**src/hw/rtl/wildcard_byte_signature_scan_defines.svh**
```systemverilog
// ---------------------------------------------------------------------------
// wildcard byte signature scan assertion macros
// concurrent checks on clk_i, switched off when SYNTH is defined
// ---------------------------------------------------------------------------
`ifndef WILDCARD_BYTE_SIGNATURE_SCAN_DEFINES_SVH
`define WILDCARD_BYTE_SIGNATURE_SCAN_DEFINES_SVH

`ifndef SYNTH
`define WBSS_ASSERT_IMPL(lbl, ante, cons) \
  lbl: assert property (@(posedge clk_i) disable iff (!rst_ni) (ante) |-> (cons)) \
    else $error("wbss assertion failed");
`else
`define WBSS_ASSERT_IMPL(lbl, ante, cons)
`endif

`ifndef SYNTH
`define WBSS_ASSERT_NEXT(lbl, ante, cons) \
  lbl: assert property (@(posedge clk_i) disable iff (!rst_ni) (ante) |=> (cons)) \
    else $error("wbss assertion failed");
`else
`define WBSS_ASSERT_NEXT(lbl, ante, cons)
`endif

`endif

```
**src/hw/rtl/wbss_pkg.sv**
```systemverilog
`timescale 1ns / 1ps
// ---------------------------------------------------------------------------
// wbss_pkg
// shared types, constants and helpers of the wildcard byte signature scan
// ---------------------------------------------------------------------------
package wbss_pkg;

  localparam int MAX_PATTERN_BYTES = 16;
  localparam int PATTERN_SLOTS     = 16;
  localparam int SPAN_W            = $clog2(PATTERN_SLOTS);
  localparam int LIMIT_BYTES       = (MAX_PATTERN_BYTES > PATTERN_SLOTS) ?
                                     PATTERN_SLOTS : MAX_PATTERN_BYTES;

  localparam int CFG_IDX_W  = 3;
  localparam int CFG_DATA_W = 64;

  localparam logic [CFG_IDX_W-1:0] REG_IMAGE_BASE    = 3'd0;
  localparam logic [CFG_IDX_W-1:0] REG_PATTERN_FIRST = 3'd1;
  localparam logic [CFG_IDX_W-1:0] REG_PATTERN_LAST  = 3'd2;
  localparam logic [CFG_IDX_W-1:0] REG_CARE_MASK     = 3'd3;
  localparam logic [CFG_IDX_W-1:0] REG_PATTERN_LEN   = 3'd4;
  localparam logic [CFG_IDX_W-1:0] REG_RELATIVE      = 3'd5;

  localparam logic [31:0] DISP_OFFSET = 32'd3;
  localparam logic [2:0]  DISP_BYTES  = 3'd4;
  localparam logic [63:0] DISP_ADJUST = 64'd7;

  typedef enum logic [1:0] {
    ST_NOT_FOUND = 2'd0,
    ST_FOUND     = 2'd1,
    ST_CUT       = 2'd2
  } status_e;

  typedef struct packed {
    logic [63:0] image_base;
    logic [63:0] pattern_first;
    logic [63:0] pattern_last;
    logic [15:0] care_mask;
    logic [4:0]  pattern_length;
    logic        relative_mode;
  } cfg_t;

  typedef struct packed {
    status_e     status;
    logic        resolve;
    logic [31:0] pos;
    logic [31:0] disp;
  } event_t;

  // pattern length clamped to 1..LIMIT_BYTES, minus one
  function automatic logic [SPAN_W-1:0] span_of(input logic [4:0] len);
    logic [SPAN_W-1:0] s;
    if (len == 5'd0) begin
      s = '0;
    end else if (len > 5'(LIMIT_BYTES)) begin
      s = SPAN_W'(LIMIT_BYTES - 1);
    end else begin
      s = SPAN_W'(len - 5'd1);
    end
    return s;
  endfunction

  function automatic logic [7:0] pattern_byte(input logic [63:0] first,
                                              input logic [63:0] last,
                                              input logic [SPAN_W-1:0] k);
    logic [7:0] b;
    if (k[3]) begin
      b = last[{k[2:0], 3'b000} +: 8];
    end else begin
      b = first[{k[2:0], 3'b000} +: 8];
    end
    return b;
  endfunction

endpackage

```
**src/hw/rtl/wildcard_byte_signature_scan.sv**
```systemverilog
`timescale 1ns / 1ps
// ---------------------------------------------------------------------------
// wildcard_byte_signature_scan
// streams image bytes through a chain of compare cells and reports the first
// masked pattern match, optionally resolving a relative 32-bit displacement
// ---------------------------------------------------------------------------
// throughput: one byte per cycle while the event register is empty or being
// taken, set by the shift and masked compare across the cell chain
// a result passes the event register, then address resolution into the
// output register
// reset: scan state and window cleared at once, registers to their defaults
// (care mask all ones, pattern length one), no clearing pass
module wildcard_byte_signature_scan
  import wbss_pkg::*;
(
  input  logic                  clk_i,
  input  logic                  rst_ni,
  input  logic                  cfg_we_i,
  input  logic [CFG_IDX_W-1:0]  cfg_index_i,
  input  logic [CFG_DATA_W-1:0] cfg_wdata_i,
  input  logic                  s_axis_tvalid_i,
  output logic                  s_axis_tready_o,
  input  logic [7:0]            s_axis_tdata_i,  // [7:0] data_byte
  input  logic                  s_axis_tlast_i,  // end_of_image
  output logic                  m_axis_tvalid_o,
  input  logic                  m_axis_tready_i,
  output logic [63:0]           m_axis_tdata_o,  // [63:0] match_address
  output logic [1:0]            m_axis_tuser_o   // [1:0] status
);

  cfg_t   cfg_q, cfg_d;
  logic   ev_valid, ev_ready;
  event_t ev;

  always_comb begin
    cfg_d = cfg_q;
    if (cfg_we_i) begin
      case (cfg_index_i)
        REG_IMAGE_BASE:    cfg_d.image_base     = cfg_wdata_i;
        REG_PATTERN_FIRST: cfg_d.pattern_first  = cfg_wdata_i;
        REG_PATTERN_LAST:  cfg_d.pattern_last   = cfg_wdata_i;
        REG_CARE_MASK:     cfg_d.care_mask      = cfg_wdata_i[15:0];
        REG_PATTERN_LEN:   cfg_d.pattern_length = cfg_wdata_i[4:0];
        REG_RELATIVE:      cfg_d.relative_mode  = cfg_wdata_i[0];
        default:           cfg_d = cfg_q;
      endcase
    end
  end

  always_ff @(posedge clk_i or negedge rst_ni) begin
    if (!rst_ni) begin
      cfg_q <= '{image_base: 64'd0, pattern_first: 64'd0, pattern_last: 64'd0,
                 care_mask: 16'hFFFF, pattern_length: 5'd1, relative_mode: 1'b0};
    end else begin
      cfg_q <= cfg_d;
    end
  end

  wbss_scan u_scan (
    .clk_i      (clk_i),
    .rst_ni     (rst_ni),
    .cfg_i      (cfg_q),
    .in_valid_i (s_axis_tvalid_i),
    .in_ready_o (s_axis_tready_o),
    .in_byte_i  (s_axis_tdata_i),
    .in_last_i  (s_axis_tlast_i),
    .ev_valid_o (ev_valid),
    .ev_ready_i (ev_ready),
    .ev_o       (ev)
  );

  wbss_emit u_emit (
    .clk_i        (clk_i),
    .rst_ni       (rst_ni),
    .image_base_i (cfg_q.image_base),
    .ev_valid_i   (ev_valid),
    .ev_ready_o   (ev_ready),
    .ev_i         (ev),
    .out_valid_o  (m_axis_tvalid_o),
    .out_ready_i  (m_axis_tready_i),
    .out_status_o (m_axis_tuser_o),
    .out_addr_o   (m_axis_tdata_o)
  );

endmodule

```
**src/hw/rtl/wbss_cell.sv**
```systemverilog
`timescale 1ns / 1ps
// ---------------------------------------------------------------------------
// wbss_cell
// one window byte: shifts from its neighbor and compares the incoming byte
// ---------------------------------------------------------------------------
module wbss_cell
  import wbss_pkg::*;
(
  input  logic       clk_i,
  input  logic       rst_ni,
  input  logic       shift_i,
  input  logic       clear_i,
  input  logic [7:0] byte_i,
  input  logic [7:0] pat_i,
  input  logic       care_i,
  output logic [7:0] byte_o,
  output logic       hit_o
);

  logic [7:0] byte_q, byte_d;

  always_comb begin
    byte_d = byte_q;
    if (clear_i) begin
      byte_d = '0;
    end else if (shift_i) begin
      byte_d = byte_i;
    end
  end

  always_ff @(posedge clk_i or negedge rst_ni) begin
    if (!rst_ni) begin
      byte_q <= '0;
    end else begin
      byte_q <= byte_d;
    end
  end

  // compare against the value the cell takes on this shift
  assign hit_o  = !care_i || (byte_i == pat_i);
  assign byte_o = byte_q;

endmodule

```
**src/hw/rtl/wbss_scan.sv**
```systemverilog
`timescale 1ns / 1ps
// ---------------------------------------------------------------------------
// wbss_scan
// cell chain, match tracking, displacement gathering and the event register
// ---------------------------------------------------------------------------
`include "wildcard_byte_signature_scan_defines.svh"

module wbss_scan
  import wbss_pkg::*;
(
  input  logic       clk_i,
  input  logic       rst_ni,
  input  cfg_t       cfg_i,
  input  logic       in_valid_i,
  output logic       in_ready_o,
  input  logic [7:0] in_byte_i,
  input  logic       in_last_i,
  output logic       ev_valid_o,
  input  logic       ev_ready_i,
  output event_t     ev_o
);

  logic [SPAN_W-1:0] span;
  logic [31:0]       span_ext;
  logic              s_fire;

  logic [7:0] win_in  [PATTERN_SLOTS];
  logic [7:0] win_out [PATTERN_SLOTS];
  logic [PATTERN_SLOTS-1:0] hit;

  logic [31:0] pos_q, pos_d;
  logic        seen_q, seen_d;
  logic [31:0] mpos_q, mpos_d;
  logic [2:0]  taken_q, taken_d;
  logic [31:0] disp_q, disp_d;
  logic        answered_q, answered_d;
  logic        ev_valid_q, ev_valid_d;
  event_t      ev_q, ev_d;

  logic [31:0] since_match;
  logic [3:0]  pre_ok;
  logic [31:0] pre_val;
  logic [2:0]  pre_cnt;

  logic        seen_n, ans_n, emit;
  logic [31:0] mpos_n, disp_n;
  logic [2:0]  taken_n;
  event_t      ev_n;

  assign span       = span_of(cfg_i.pattern_length);
  assign span_ext   = 32'(span);
  assign in_ready_o = !ev_valid_q || ev_ready_i;
  assign s_fire     = in_valid_i && in_ready_o;

  for (genvar w = 0; w < PATTERN_SLOTS; w++) begin : g_cell
    logic [SPAN_W-1:0] k;
    logic              used;
    if (w == 0) begin : g_head
      assign win_in[w] = in_byte_i;
    end else begin : g_link
      assign win_in[w] = win_out[w-1];
    end
    // cell w lines up with pattern byte span - w
    assign k    = span - SPAN_W'(w);
    assign used = (SPAN_W'(w) <= span);
    wbss_cell u_cell (
      .clk_i   (clk_i),
      .rst_ni  (rst_ni),
      .shift_i (s_fire),
      .clear_i (s_fire && in_last_i),
      .byte_i  (win_in[w]),
      .pat_i   (pattern_byte(cfg_i.pattern_first, cfg_i.pattern_last, k)),
      .care_i  (used && cfg_i.care_mask[k]),
      .byte_o  (win_out[w]),
      .hit_o   (hit[w])
    );
  end

  // displacement bytes already in the window when the match is found
  for (genvar t = 0; t < 4; t++) begin : g_pre
    assign pre_ok[t] = (span >= SPAN_W'(3 + t));
    assign pre_val[8*t +: 8] = pre_ok[t] ? win_in[span - SPAN_W'(3 + t)] : 8'd0;
  end

  assign pre_cnt     = pre_ok[3] ? 3'd4 : pre_ok[2] ? 3'd3 : pre_ok[1] ? 3'd2 :
                       pre_ok[0] ? 3'd1 : 3'd0;
  assign since_match = pos_q - mpos_q;

  always_comb begin
    seen_n  = seen_q;
    mpos_n  = mpos_q;
    taken_n = taken_q;
    disp_n  = disp_q;
    ans_n   = answered_q;
    emit    = 1'b0;
    ev_n    = '{status: ST_NOT_FOUND, resolve: 1'b0, pos: mpos_q, disp: disp_q};
    if (!answered_q) begin
      if (seen_q) begin
        if (since_match >= DISP_OFFSET && taken_q < DISP_BYTES) begin
          disp_n  = disp_q | ({24'd0, in_byte_i} << {taken_q[1:0], 3'b000});
          taken_n = taken_q + 3'd1;
        end
      end else if (pos_q >= span_ext && (&hit)) begin
        mpos_n = pos_q - span_ext;
        if (cfg_i.relative_mode) begin
          seen_n  = 1'b1;
          taken_n = pre_cnt;
          disp_n  = pre_val;
        end else begin
          emit  = 1'b1;
          ans_n = 1'b1;
          ev_n  = '{status: ST_FOUND, resolve: 1'b0, pos: mpos_n, disp: disp_n};
        end
      end
      if (seen_n && !ans_n && taken_n >= DISP_BYTES) begin
        emit  = 1'b1;
        ans_n = 1'b1;
        ev_n  = '{status: ST_FOUND, resolve: 1'b1, pos: mpos_n, disp: disp_n};
      end
      if (in_last_i && !ans_n) begin
        emit  = 1'b1;
        ans_n = 1'b1;
        ev_n  = '{status: (seen_n ? ST_CUT : ST_NOT_FOUND), resolve: 1'b0,
                  pos: mpos_n, disp: disp_n};
      end
    end
  end

  always_comb begin
    pos_d      = pos_q;
    seen_d     = seen_q;
    mpos_d     = mpos_q;
    taken_d    = taken_q;
    disp_d     = disp_q;
    answered_d = answered_q;
    ev_d       = ev_q;
    ev_valid_d = ev_valid_q && !ev_ready_i;
    if (s_fire) begin
      ev_valid_d = emit;
      ev_d       = ev_n;
      if (in_last_i) begin
        pos_d      = '0;
        seen_d     = 1'b0;
        mpos_d     = '0;
        taken_d    = '0;
        disp_d     = '0;
        answered_d = 1'b0;
      end else begin
        pos_d      = pos_q + 32'd1;
        seen_d     = seen_n;
        mpos_d     = mpos_n;
        taken_d    = taken_n;
        disp_d     = disp_n;
        answered_d = ans_n;
      end
    end
  end

  always_ff @(posedge clk_i or negedge rst_ni) begin
    if (!rst_ni) begin
      pos_q      <= '0;
      seen_q     <= 1'b0;
      mpos_q     <= '0;
      taken_q    <= '0;
      disp_q     <= '0;
      answered_q <= 1'b0;
      ev_valid_q <= 1'b0;
    end else begin
      pos_q      <= pos_d;
      seen_q     <= seen_d;
      mpos_q     <= mpos_d;
      taken_q    <= taken_d;
      disp_q     <= disp_d;
      answered_q <= answered_d;
      ev_valid_q <= ev_valid_d;
    end
  end

  always_ff @(posedge clk_i) begin
    ev_q <= ev_d;
  end

  assign ev_valid_o = ev_valid_q;
  assign ev_o       = ev_q;

  `WBSS_ASSERT_IMPL(disp_count_bound, 1'b1, taken_q <= DISP_BYTES)
  `WBSS_ASSERT_NEXT(no_second_answer, s_fire && answered_q, !ev_valid_q)
  `WBSS_ASSERT_NEXT(last_gives_answer, s_fire && in_last_i && !answered_q, ev_valid_q)
  `WBSS_ASSERT_NEXT(event_held, ev_valid_q && !ev_ready_i, ev_valid_q && $stable(ev_q))

endmodule

```
**src/hw/rtl/wbss_emit.sv**
```systemverilog
`timescale 1ns / 1ps
// ---------------------------------------------------------------------------
// wbss_emit
// address resolution and the output register of the result stream
// ---------------------------------------------------------------------------
module wbss_emit
  import wbss_pkg::*;
(
  input  logic        clk_i,
  input  logic        rst_ni,
  input  logic [63:0] image_base_i,
  input  logic        ev_valid_i,
  output logic        ev_ready_o,
  input  event_t      ev_i,
  output logic        out_valid_o,
  input  logic        out_ready_i,
  output logic [1:0]  out_status_o,
  output logic [63:0] out_addr_o
);

  logic        valid_q, valid_d;
  logic [1:0]  status_q, status_d;
  logic [63:0] addr_q, addr_d;
  logic [63:0] adj;
  logic        load;

  assign ev_ready_o = !valid_q || out_ready_i;
  assign load       = ev_valid_i && ev_ready_o;

  // signed displacement plus the instruction length
  assign adj = ev_i.resolve ? ({{32{ev_i.disp[31]}}, ev_i.disp} + DISP_ADJUST) : 64'd0;

  always_comb begin
    valid_d  = valid_q && !out_ready_i;
    status_d = status_q;
    addr_d   = addr_q;
    if (load) begin
      valid_d  = 1'b1;
      status_d = ev_i.status;
      case (ev_i.status)
        ST_FOUND, ST_CUT: addr_d = image_base_i + {32'd0, ev_i.pos} + adj;
        default:          addr_d = 64'd0;
      endcase
    end
  end

  always_ff @(posedge clk_i or negedge rst_ni) begin
    if (!rst_ni) begin
      valid_q <= 1'b0;
    end else begin
      valid_q <= valid_d;
    end
  end

  always_ff @(posedge clk_i) begin
    status_q <= status_d;
    addr_q   <= addr_d;
  end

  assign out_valid_o  = valid_q;
  assign out_status_o = status_q;
  assign out_addr_o   = addr_q;

endmodule
```
**config.mk**
```make
export PLATFORM = sky130hd
export DESIGN_NAME = wildcard_byte_signature_scan
export DESIGN_NICKNAME = d
export VERILOG_FILES = /design/src/hw/rtl/wbss_pkg.sv /design/src/hw/rtl/wildcard_byte_signature_scan.sv /design/src/hw/rtl/wbss_cell.sv /design/src/hw/rtl/wbss_scan.sv /design/src/hw/rtl/wbss_emit.sv
export VERILOG_INCLUDE_DIRS = /design/src /design/src/hw/rtl
export SDC_FILE = /design/constraint.sdc
export NUM_CORES = 2
export LEC_CHECK = 0
export ABC_CLOCK_PERIOD_IN_PS = 15800
export BUFFER_PORTS_ARGS = -buffer_cell sky130_fd_sc_hd__buf_2
export CORE_MARGIN = 4
export CORE_UTILIZATION = 35
export DETAILED_ROUTE_END_ITERATION = 6
export PLACE_DENSITY = 0.48
export SYNTH_ARGS = -nofsm -noshare
export SYNTH_HDL_FRONTEND = slang
export SYNTH_SLANG_ARGS = --single-unit
```
**constraint.sdc**
```tcl
create_clock -name clk_i -period 15.8 [get_ports clk_i]
set_input_delay 1.58 -clock clk_i [delete_from_list [all_inputs] [get_ports clk_i]]
set_output_delay 1.58 -clock clk_i [all_outputs]
set_load 0.1 [all_outputs]
```
==> impl_metrics.env <==
export IMPL_yosysSeqAreaShare_pct=27.7
export IMPL_tritoncts="yes"
export IMPL_tns_ns=0
export IMPL_synth_area_sq_um=53900
export IMPL_r2r_slack_ns=5.23
export IMPL_firstDrtPassIters=7
export IMPL_post_route_min_period_ns=10.57
export IMPL_final_nets=6821
export IMPL_crit_arrival_ns=11.13
export IMPL_ys_async_sr_fraction_pct=76.7
export IMPL_cpPeakStageDelay_ns=1.02
export IMPL_insertion_delay_ns=0.70
export IMPL_timing_rr_start="cfg_q[1]$_DFFE_PN1P_"
export IMPL_clkSinkCount=570
export IMPL_h_tree_depth=3
export IMPL_cap_violations=0
export IMPL_worstHoldPathType="flop to flop"
export IMPL_start_util_pct=35.3
export IMPL_cp_common_cell="buf_4"
export IMPL_rr_endpoint="u_scan.disp_q[25]$_DFFE_PN0P_"
export IMPL_port_buffer_count=148
export IMPL_clockBufferDepth=3
export IMPL_instances_no_fill=8667
export IMPL_antenna_left=0
export IMPL_grt_use_total_pct=40.1
export IMPL_final_util_pct=39.0
export IMPL_synthTopCellsByArea="dfrtp_1 (19%), nand2_1 (8.4%), edfxtp_1 (7.4%)"
export IMPL_dp_cells=8514
export IMPL_avgViaCountPerCell=6.75
export IMPL_crit_slowest_cell="a211oi_1"
export IMPL_place_gp_congestion=1.08
export IMPL_synthCells=6735
export IMPL_grt_pass1_vias=53200
export IMPL_synth_seq_cells=570
export IMPL_ir_drop_mv=0.119
export IMPL_dieArea_sq_um=160000
export IMPL_synth_fp_nets=6996
export IMPL_finalHoldViolCount=0
export IMPL_vias=58500
export IMPL_drive_gt1_share_pct=13.9
export IMPL_hold_buffers=0
export IMPL_cp_top_family="compound AO/OA/AOI/OAI gates"
export IMPL_whs_path_depth=2
export IMPL_routedWlPerCell_um=38.9
export IMPL_drv_slew=0
export IMPL_critPathKind="flop to flop"
export IMPL_cts_resized=0
export IMPL_power_static_leakage_uw=0.0248
export IMPL_core_area_sq_um=153000
export IMPL_synth_top_area_share_pct=19.5
export IMPL_worstPathRequired_ns=16.36
export IMPL_syn_avg_cell_area_sq_um=8.01
export IMPL_synth_edff_count=133
export IMPL_antenna_found_initial=36
export IMPL_numCtsBuffers=73
export IMPL_cts_root_buf="clkbuf_16"
export IMPL_drt_iter0_drc=8014
export IMPL_synth_ff_type="dfrtp_1"
export IMPL_post_cts_setup_buffer_count=0
export IMPL_min_to="u_scan.mpos_q[1]$_DFFE_PN0P_"
export IMPL_skew_ns=0.0535
export IMPL_status="finished, violations left"
export IMPL_crit_path_end_kind="flop"
export IMPL_drc=19
export IMPL_fmax_ghz=0.0946
export IMPL_die_w_um=401
export IMPL_routed_wirelength_um=337000
export IMPL_power_density_nw_per_um2=219
export IMPL_grt_pass1_wl_um=457000
export IMPL_area_growth_pct=10.3
export IMPL_path_clk_slew_ns=0.06
export IMPL_cp_start_kind="flop"
export IMPL_reg2reg_depth=26
export IMPL_yosysTopAreaCell="dfrtp_1"
export IMPL_yosysWarnings=0
export IMPL_row_count=143
export IMPL_setup_viol=0
export IMPL_grt_max_degree=131
export IMPL_worst_pin_slew_ns=1.43
export IMPL_cp_max_fo=65
export IMPL_ys_types=110
export IMPL_hp_start="u_scan.mpos_q[1]$_DFFE_PN0P_"
export IMPL_top_level_ports=149
export IMPL_slew_limit_headroom_pct=4.31
export IMPL_violations="DRC"
export IMPL_cp_buffers_inverters=8
export IMPL_die_h_um=401
export IMPL_grt_setup_unrepaired="no"
export IMPL_finalCritPeriodShare_pct=66.9
export IMPL_dpl_hpwl_um=245000
export IMPL_grt_overflow=0
## routing by layer
| metal | vias to the layer above | GRT usage, % | share of wire [%] |
|---|---|---|---|
| met1 | 29200 | 52.5 | 41 |
| met4 | 20 | 26.4 | 8.2 |
| met2 | 3772 | 56.0 | 40 |
| li1 | 24500 | - | - |
| met5 | - | 0 | 0.044 |
| met3 | 1002 | 13.1 | 11 |
## worst max path at each step
| stage | from | to | slack (ns) | depth (start not counted) |
|---|---|---|---|---|
| 6_report | cfg_q[1]$_DFFE_PN1P_ | u_scan.disp_q[25]$_DFFE_PN0P_ | 5.23 | 26 |
| 4_1_cts | cfg_q[2]$_DFFE_PN0P_ | u_scan.disp_q[17]$_DFFE_PN0P_ | 5.31 | 22 |
| 5_1_grt | cfg_q[1]$_DFFE_PN1P_ | u_scan.disp_q[7]$_DFFE_PN0P_ | 5.40 | 22 |
| 2_1_floorplan | cfg_q[1]$_DFFE_PN1P_ | u_scan.ev_o[20]$_DFFE_PP_ | 6.85 | 36 |
| 3_3_place_gp | cfg_q[1]$_DFFE_PN1P_ | u_scan.disp_q[11]$_DFFE_PN0P_ | 5.34 | 22 |
| 3_5_place_dp | cfg_q[1]$_DFFE_PN1P_ | u_scan.disp_q[17]$_DFFE_PN0P_ | 5.34 | 22 |
## cell families after synthesis
logic type      count (synthesis)  synth area share, %
flops                         570                 27.7
xor+xnor                      230                 3.74
fa+ha+maj                     181                 4.68
mux                           587                 13.0
simple gates                 2572                 22.6
compound gates               1787                 22.3
buf+inv                       808                 5.99
## sequential cells by signal, summed over array words and instances (netlist names)
signal                       cells
cfg_q                          214
u_emit.out_addr_o               64
u_emit.out_status_o              2
u_emit.out_valid_o               1
u_scan.answered_q                1
u_scan.disp_q                   32
u_scan.ev_o                     67
u_scan.ev_valid_o                1
u_scan.g_cell.u_cell.byte_o    120
u_scan.mpos_q                   32
u_scan.pos_q                    32
u_scan.seen_q                    1
u_scan.taken_q                   3
## layout by cell type (no fill, tap or decap), types with 117 or more instances in the layout
cell type and n:
mux2i_1 309, edfxtp_1 133, buf_4 251, inv_1 149, dfrtp_1 420, nand3b_1 117, nand3_1 318, buf_2 146
a211oi_1 130, mux2_2 209, nor2_1 293, ha_1 144, nand2_1 1203, o21ai_0 359, xnor2_1 131, a21oi_1 397
## worst register-to-register path, cell delays in order (launching register included)
cell      delay (ns)
dfstp_2         0.45
inv_1           0.11
ha_1            0.70
nor4b_4         0.32
buf_4           0.42
nor3_2          0.10
buf_4           0.29
inv_6           0.46
ha_1            0.44
inv_1           0.12
o41ai_1         0.82
a31oi_2         0.38
nor2_4          0.18
buf_4           0.49
mux2i_1         0.32
a21oi_1         0.06
a221oi_1        0.88
xor2_1          0.14
a211oi_1        1.02
a31oi_1         0.30
nor4_1          0.54
and4b_1         0.54
nand2_2         0.08
buf_4           0.32
a21o_1          0.38
buf_4           0.30
a22o_1          0.28
## stage by stage
stage / total power (uW) / instance area [sq um] / setup WS, ns / hold slack, ns
2_1_floorplan: 7020 / 53900 / 6.85 / 0.449
3_3_place_gp: 10800 / 56900 / 5.34 / 0.472
3_5_place_dp: 10800 / 56900 / 5.34 / 0.476
4_1_cts: 12600 / 59400 / 5.31 / 0.489
5_1_grt: 13300 / 59400 / 5.40 / 0.514
6_report: 13000 / 59500 / 5.23 / 0.486
## cell usage after synthesis, drive strengths merged (20+ instances only)
cell,n
a21o,54
o22ai,67
a31oi,93
and3,102
a21oi,399
mux2i,309
edfxtp,133
xnor2,132
o31ai,47
a32oi,39
nand3,320
a221oi,59
a22o,76
buf,184
o221ai,34
dfrtp,420
ha,145
mux2,210
a22oi,92
and2,54
o21ai,363
nand3b,117
mux4,68
clkbuf,468
nor4,70
nor3,104
xor2,98
nand2,1213
a311oi,48
nand2b,34
nand4,103
o211ai,73
a21boi,20
fa,35
inv,153
nor2,307
nor2b,29
a211oi,132
or3,32
## cell type report
class | instances | area, sq um
Fill cell | 15700 | 93200
Multi-Input combinational cell | 5357 | 36100
Sequential cell | 570 | 15000
Timing Repair Buffer | 402 | 2700
Tap cell | 2030 | 2540
Clock buffer | 95 | 2000
Inverter | 156 | 603
Clock inverter | 39 | 493
Antenna cell | 18 | 45.0
## where the power goes
part | switching (uW) | total, uW | internal, uW
Sequential | 294 | 1980 | 1690
Clock | 733 | 1750 | 1020
Combinational | 6710 | 9300 | 2590
Total | 7730 | 13000 | 5310
Note: power is estimated with default switching activity, not from simulation.
